File: src/rtl/core/dgsp_ram.sv
module dgsp_ram #(
    parameter int Width = 8,
    parameter int Depth = 16
) (
    input  logic                     clk,
    input  logic                     we,
    input  logic [$clog2(Depth)-1:0] waddr,
    input  logic [Width-1:0]         wdata,
    input  logic [$clog2(Depth)-1:0] raddr,
    output logic [Width-1:0]         rdata
);

    logic [Width-1:0] mem [Depth];

    always_ff @(posedge clk)
    begin
        if (we)
        begin
            mem[waddr] <= wdata;
        end
        rdata <= mem[raddr];
    end

endmodule

File: config.mk
export PLATFORM = sky130hd
export DESIGN_NAME = dgsp_ram
export DESIGN_NICKNAME = d
export VERILOG_FILES = /design/src/rtl/core/dgsp_ram.sv
export SDC_FILE = /design/constraint.sdc
export NUM_CORES = 1
export LEC_CHECK = 0
export ABC_AREA = 1
export BUFFER_PORTS_ARGS = -buffer_cell sky130_fd_sc_hd__buf_2
export CORE_MARGIN = 8
export CORE_UTILIZATION = 55
export CTS_CLUSTER_DIAMETER = 120
export CTS_CLUSTER_SIZE = 40
export DETAILED_ROUTE_END_ITERATION = 10
export PLACE_DENSITY = 0.75
export SKIP_LAST_GASP = 1
export SLEW_MARGIN = 40
export SYNTH_ARGS = -nofsm -noshare
export SYNTH_HDL_FRONTEND = slang
export SYNTH_SLANG_ARGS = --single-unit
File: constraint.sdc
create_clock -name clk -period 1.15 [get_ports clk]
set_clock_uncertainty 0.2 [all_clocks]
set_input_delay 0.0575 -clock clk [delete_from_list [all_inputs] [get_ports clk]]
set_output_delay 0.0575 -clock clk [all_outputs]
set_load 0.01 [all_outputs]
==> metrics.md, run 1 <==
| Metric | Value |
|---|---|
| Routed wire length | 13.1 mm |
| Vias | 4033 |
| Ys flop type | edfxtp_1 |
| Core Util, Final | 71.0% |
| Slew Viols, Final | 0 |
| Starting Density | 56.4% |
| Vias in the first global route | 3918 |
| Mapped Area | 5770 um2 |
| Global route overflow | 0 |
| Arrival time worst endpoint | 0.99 ns |
| Dpl cells | 722 |
| H-tree levels | 4 |
| HP Start | waddr[0] |
| CTS tree | yes |
| Switching part of the total power | 23.4% |
| Leakage | 0.00314 uW |
| Post-synth cell types | 12 |
| Clock sinks | 136 |
| Layout cells sized above 1 | 25.3% |
| Reg power frac | 48.3% |
| Setup TNS | -0.533 ns |
| PwrDens | 1590 nW/um2 |
| IO buf count | 25 |
| Final hold vios | 14 |
| Clk pwr share | 44.2% |
| Nets@finish | 638 |
| Die Span X | 118 um |
| Die Span Y | 118 um |
| Syn_nets | 569 |
| Die area | 14000 um2 |
| Cell with the most instances after synthesis | nand2_1 |
| Pre-CTS WS | -0.142 ns |
| Final setup margin | -0.0997 ns |
| Psw | 2710 uW |
| Post-Synthesis Cells | 551 |
| Finished Layout Cells | 769 |
| Drt pass-1 iters | 6 |
| Failing checks | hold timing, setup timing |
| Row cnt | 37 |
| Wire per inst | 17.0 um |
| Asr flop ratio synth | 0% |
| Initial antenna violation count | 0 |
| Worst-case clock buffer depth | 2 |
| Crit share post-route | 109% |
| Critical Path Start | rdata[4]$_DFF_P_ |
| First-pass GRT wire length | 20.4 mm |
| Clk pin slew, worst setup/hold paths | 0.06 ns |
| Detailed placer's ending HPWL | 7.88 mm |
| Worst hold margin | -0.0271 ns |
| FF+latch count, synth | 136 |
| Critical Path Sink Type | primary output |
| VDD IR max | 0.00135 V |
| Worst-path cell chain | buf_6 |
| # IOs | 26 |
| CORE AREA | 10200 um2 |
| Syn avg cell area | 10.5 um2 |
| CP Max Fanout | 1 |
| Worst hold path class | input pin to flip-flop |
| Post-route ant nets | 0 |
| Comb pwr share | 7.5% |
| Root buf cell | clkbuf_8 |
| Setup-failing EPs final | 9 |
| Max Cap Viol | 0 |
| TritonCTS Buffers | 17 |
| EDFF count, synth | 128 |
| RSZ-0062 raised after global routing | true |
| CP bufs+invs | 1 |
| Max stage delay on crit path | 0.36 ns |
| P&R area growth vs syn | 25.9% |
| Final Wtd Congestion | 0.847 |
| P_int | 8840 uW |
| Largest net degree at the start of global routing | 34 |
| Drt via density | 5.24 |
| Share of the synthesized area in the top cell type | 66.7% |
| GRT Resource Usage Total | 19.0% |
| Critical path's top delay family | flip-flops |
| Status | finished with violations |
| Post-synthesis sequential area ratio | 69.4% |
| Synth area leader | edfxtp_1 |
| Cell at the slowest stage of the critical path | dfxtp_2 |
| WP data required | 0.89 ns |
| Drt initial violations | 428 |
| Slew headroom | 74.1% |
| Slew @ Worst Pin | 0.389 ns |
| R2r startpoint | mem[6][6]$_DFFE_PP_ |
| Startpoint types | flip-flop |
| Yosys Warn Count | 0 |
| FMAX | 800 MHz |
| N_diodes | 0 |
| Commonest cells in the netlist | nand2_1 (173), edfxtp_1 (128), inv_1 (100), nand3_1 (97), nor2_1 (17) |
| Worst skew pair latency | 0.53 ns |
| Minimum clock period | 1.25 ns |
| Post-route DRC | 0 |
| Synth top area cells | edfxtp_1 (67%), nand2_1 (11%), nand3_1 (8.4%), inv_1 (6.5%), dfxtp_1 (2.8%) |
| CP Class | flip-flop to primary output |
state kept, by name (all words and copies together) (netlist names):
signal  count
mem       128
rdata       8
final timing paths:
kind	to	slack (ns)	depth (start not counted)
worst min-delay path	mem[2][4]$_DFFE_PP_	-0.03	5
worst max-delay path	rdata[4]	-0.1	1
worst max register to register	rdata[6]$_DFF_P_	0.01	6
worst min register to register	rdata[2]$_DFF_P_	0.48	6
routing by layer:
layer  share of wire (%)  track usage (%)  vias to the layer above
met3                 7.0             5.90                       26
met2                  51             31.2                      182
met4                 2.1             8.77                        0
li1                    -                -                     1910
met5                   0                0                        -
met1                  40             22.6                     1915
logic make-up after synthesis:
group	count (synthesis)	share of synthesized area (%)
flops	136	69.4
simple gates	289	21.0
buf+inv	126	9.52
cell usage in the layout (no fill, tap or decap):
| cell type | count |
|---|---|
| nand2_1 | 165 |
| edfxtp_1 | 128 |
| inv_1 | 96 |
| nand3_1 | 56 |
| nand3_2 | 41 |
| buf_2 | 22 |
| buf_4 | 21 |
| clkbuf_16 | 16 |
| dlygate4sd3_1 | 15 |
| nor2_2 | 11 |
| nand2_2 | 8 |
| buf_6 | 8 |
| buf_12 | 8 |
| inv_2 | 6 |
| nor2_1 | 6 |
| inv_6 | 6 |
| dfxtp_1 | 5 |
| clkinv_4 | 4 |
| clkinvlp_4 | 3 |
| dfxtp_2 | 3 |
| nand3b_1 | 2 |
| clkbuf_8 | 2 |
| bufinv_16 | 1 |
repair_timing:
item | in CTS | in global routing
setup buffers | 0 | 0
resized for setup | 9 | 61
cloned | 0 | 0
pin swaps | 2 | 41
endpoints found under the setup margin | 11 | 110
hold buffers | 16 | 1
endpoints found under the hold margin | 208 | 40
power by group through the flow:
stage / registers [uW] / logic [uW] / clock network, uW
after floorplan: 5690 / 394 / 0
after global placement: 5670 / 701 / 0
after detailed placement: 5680 / 721 / 0
after CTS: 5580 / 787 / 5160
after global routing: 5590 / 945 / 5390
final: 5580 / 863 / 5100
per-stage QoR:
stage / power [uW] / cell area [um2]
after floorplan: 6080 / 5780
after global placement: 6380 / 6260
after detailed placement: 6400 / 6260
after CTS: 11500 / 7030
after global routing: 11900 / 7260
final: 11500 / 7260
area by class of cell:
class | instances | area, um2
Sequential cell | 136 | 4010
Tap cell | 136 | 170
Clock inverter | 14 | 140
Timing Repair Buffer | 74 | 668
Multi-Input combinational cell | 289 | 1470
Inverter | 102 | 383
Clock buffer | 18 | 428
Fill cell | 689 | 2970
Power figures use the tool's default switching activity.
==> inputs of run 2 (changes only) <==
ABC_AREA = default   (was 1)
CORE_UTILIZATION = 60   (was 55)
PLACE_DENSITY = 0.78   (was 0.75)
clock period = 1.3 ns   (was 1.15 ns; I/O delays follow)
==> run 2 against run 1 <==
  * The flow still finishes with violations (hold timing, setup timing)
  * Worst setup slack got worse by 0.070 ns
  * Register-to-register slack got worse by 0.18 ns
  * First-iteration DRC count decreased by 51%
  * Synthesized cell count decreased by 58%
  * Hold slack got worse by 0.053 ns
  * Sequential share of layout area increased by 7.7 points
  * Sequential power decreased by 11%
  * Die area decreased by 16%
  * Routed wire length decreased by 20%
  * Sequential cell count unchanged
  * Final cell count decreased by 45%
  * Total power decreased by 12%
  * Largest cell class unchanged
  * Largest power group unchanged
  * Highest routed layer unchanged
==> metrics.md, run 2 <==
| Metric | Value |
|---|---|
| Most common cell after layout, fill and taps aside | edfxtp_1 |
| P&R area growth vs syn | 23.7% |
| Commonest cells after routing, fill and taps aside | edfxtp_1 (128), mux4_2 (30), buf_2 (25), buf_4 (20), clkbuf_16 (16) |
| Synth top area cells | edfxtp_1 (75%), mux4_2 (7.9%), mux4_1 (7.1%), dfxtp_1 (3.1%), a22oi_1 (2.3%) |
| # IOs | 26 |
| Vias | 2601 |
| Max Cap Viol | 0 |
| WP data required | 1.51 ns |
| Syn avg cell area | 22.5 um2 |
| Biggest register | mem |
| CTS tree | yes |
| Asr flop ratio synth | 0% |
| Starting Density | 62.3% |
| Final setup margin | -0.169 ns |
| Drt initial violations | 210 |
| Final hold vios | 40 |
| Simple-Gate Fraction of Synth Area | 3.18% |
| # fillers | 417 |
| First-pass GRT wire length | 16.1 mm |
| TritonCTS Buffers | 17 |
| CP Max Fanout | 1 |
| Synthesized-area fraction occupied by xor and xnor cells | 0% |
| Leakage | 0.00216 uW |
| Ys flop type | edfxtp_1 |
| Biggest regs | mem x128, rdata x8 |
| Routed wire length | 10.5 mm |
| Worst skew pair latency | 0.53 ns |
| Initial antenna violation count | 0 |
| Wire per inst | 25.0 um |
| FF+latch count, synth | 136 |
| Syn_nets | 247 |
| IO buf count | 25 |
| VDD IR max | 0.00107 V |
| Post-synthesis mux area share | 15.0% |
| Setup-failing EPs final | 8 |
| Die Span X | 109 um |
| Largest net degree at the start of global routing | 18 |
| Layout cells sized above 1 | 42.4% |
| Drt pass-1 iters | 4 |
| Clk pin slew, worst setup/hold paths | 0.06 ns |
| Synth area leader | edfxtp_1 |
| RSZ-0062 raised after global routing | true |
| Failing checks | hold timing, setup timing |
| Slew headroom | 45.8% |
| GRT Resource Usage Total | 19.6% |
| PwrDens | 1590 nW/um2 |
| Commonest cells in the netlist | edfxtp_1 (128), mux4_2 (18), a22oi_1 (16), mux4_1 (14), nor2_1 (13) |
| Row cnt | 33 |
| Yosys Warn Count | 0 |
| Worst-case clock buffer depth | 2 |
| Hold buffers post-CTS | 11 |
| CORE AREA | 8260 um2 |
| Post-synthesis sequential area ratio | 77.8% |
| Die Span Y | 109 um |
| Post-route DRC | 0 |
| Nets@finish | 321 |
| Clock sinks | 136 |
| Post-synth cell types | 19 |
| Minimum clock period | 1.47 ns |
| Core Util, Final | 77.1% |
| Die area | 11800 um2 |
| FMAX | 681 MHz |
| Crit share post-route | 113% |
| EDFF count, synth | 128 |
| Arrival time worst endpoint | 1.68 ns |
| Slew @ Worst Pin | 0.811 ns |
| Detailed placer's ending HPWL | 6.72 mm |
| Vias in the first global route | 2740 |
| CP Class | flip-flop to flip-flop |
| Drt via density | 6.18 |
| Flip-flop count of the largest register after layout | 128 |
| Status | finished with violations |
| Global route overflow | 0 |
| Slew Viols, Final | 0 |
| N_diodes | 0 |
| Mapped Area | 5150 um2 |
| Worst hold path class | input pin to flip-flop |
| Root buf cell | clkbuf_8 |
| Compound-Gate Fraction of Synth Area | 2.33% |
| Post-route ant nets | 0 |
| Post-CTS setup buffer count | 0 |
| Post-Synthesis Cells | 229 |
| Pre-CTS WS | -0.363 ns |
| Worst hold margin | -0.0800 ns |
| Startpoint types | flip-flop |
| Cell with the most instances after synthesis | edfxtp_1 |
| Largest family of logic cells by synthesized area | multiplexers |
| H-tree levels | 4 |
| Share of the synthesized area in the top cell type | 74.7% |
| Post-Synth Adder-Cell Area | 0% |
| Critical Path Sink Type | flip-flop |
| Final Wtd Congestion | 0.761 |
run 2: metal layers:
metal | routed length (um) | GRT usage [%]
met5 | 0 | 0
met3 | 796 | 5.37
met1 | 4110 | 25.1
met4 | 285 | 8.99
met2 | 5310 | 30.8
run 2: power breakdown:
part / total [uW] / switching (uW) / leakage (uW) / internal [uW]
Clock: 4630 / 1840 / 0.000273 / 2800
Sequential: 4940 / 32.8 / 0.00122 / 4900
Combinational: 563 / 299 / 0.000659 / 264
run 2: cell type report:
type                    count  area [um2]  share of cell area [%]
clock buffers              19         432                    6.78
clock inverters            13         148                    2.32
multi-input cells          83        1100                    17.2
flip-flops and latches    136        4010                    62.9
well taps                 105         131                    2.06
repair buffers             65         557                    8.74
run 2: path summary, 6_finish.rpt:
kind | end | slack [ns] | start | cells after the start
max | rdata[2]$_DFF_P_ | -0.17 | mem[2][2]$_DFFE_PP_ | 3
max reg2reg | rdata[2]$_DFF_P_ | -0.17 | mem[2][2]$_DFFE_PP_ | 3
min reg2reg | rdata[0]$_DFF_P_ | 0.48 | mem[12][0]$_DFFE_PP_ | 3
min | rdata[7]$_DFF_P_ | -0.08 | raddr[3] | 4
run 2: per-stage QoR:
step                setup TNS (ns)  std cells  total power (uW)  cell area, um2
global placement            -10.51        378              5520            5630
detailed placement          -13.59        378              5540            5630
finish                       -1.23        421             10100            6370
floorplan                   -0.805        229              5300            5170
CTS                          -1.27        421             10200            6360
global route                 -1.63        421             10400            6370
run 2: cell families (layout without fill, tap and decap cells):
| logic type | count (synthesis) | count (layout) |
|---|---|---|
| AO/OA/AOI/OAI | 16 | 16 |
| buffers and inverters | 10 | 97 |
| flip-flops | 136 | 136 |
| multiplexers | 32 | 32 |
| AND/OR/NAND/NOR | 35 | 35 |
run 2: critical path, stage by stage (launching register included):
cell and delay [ns]:
edfxtp_1 0.40, mux4_2 0.51, a22oi_2 0.19, nand2_1 0.06
run 2: repair_timing:
item | 4_1_cts | 5_1_grt
hold endpoints to repair | 192 | 40
setup endpoints to repair | 10 | 14
pin swaps | 4 | 1
resized for setup | 10 | 2
gates cloned | 0 | 0
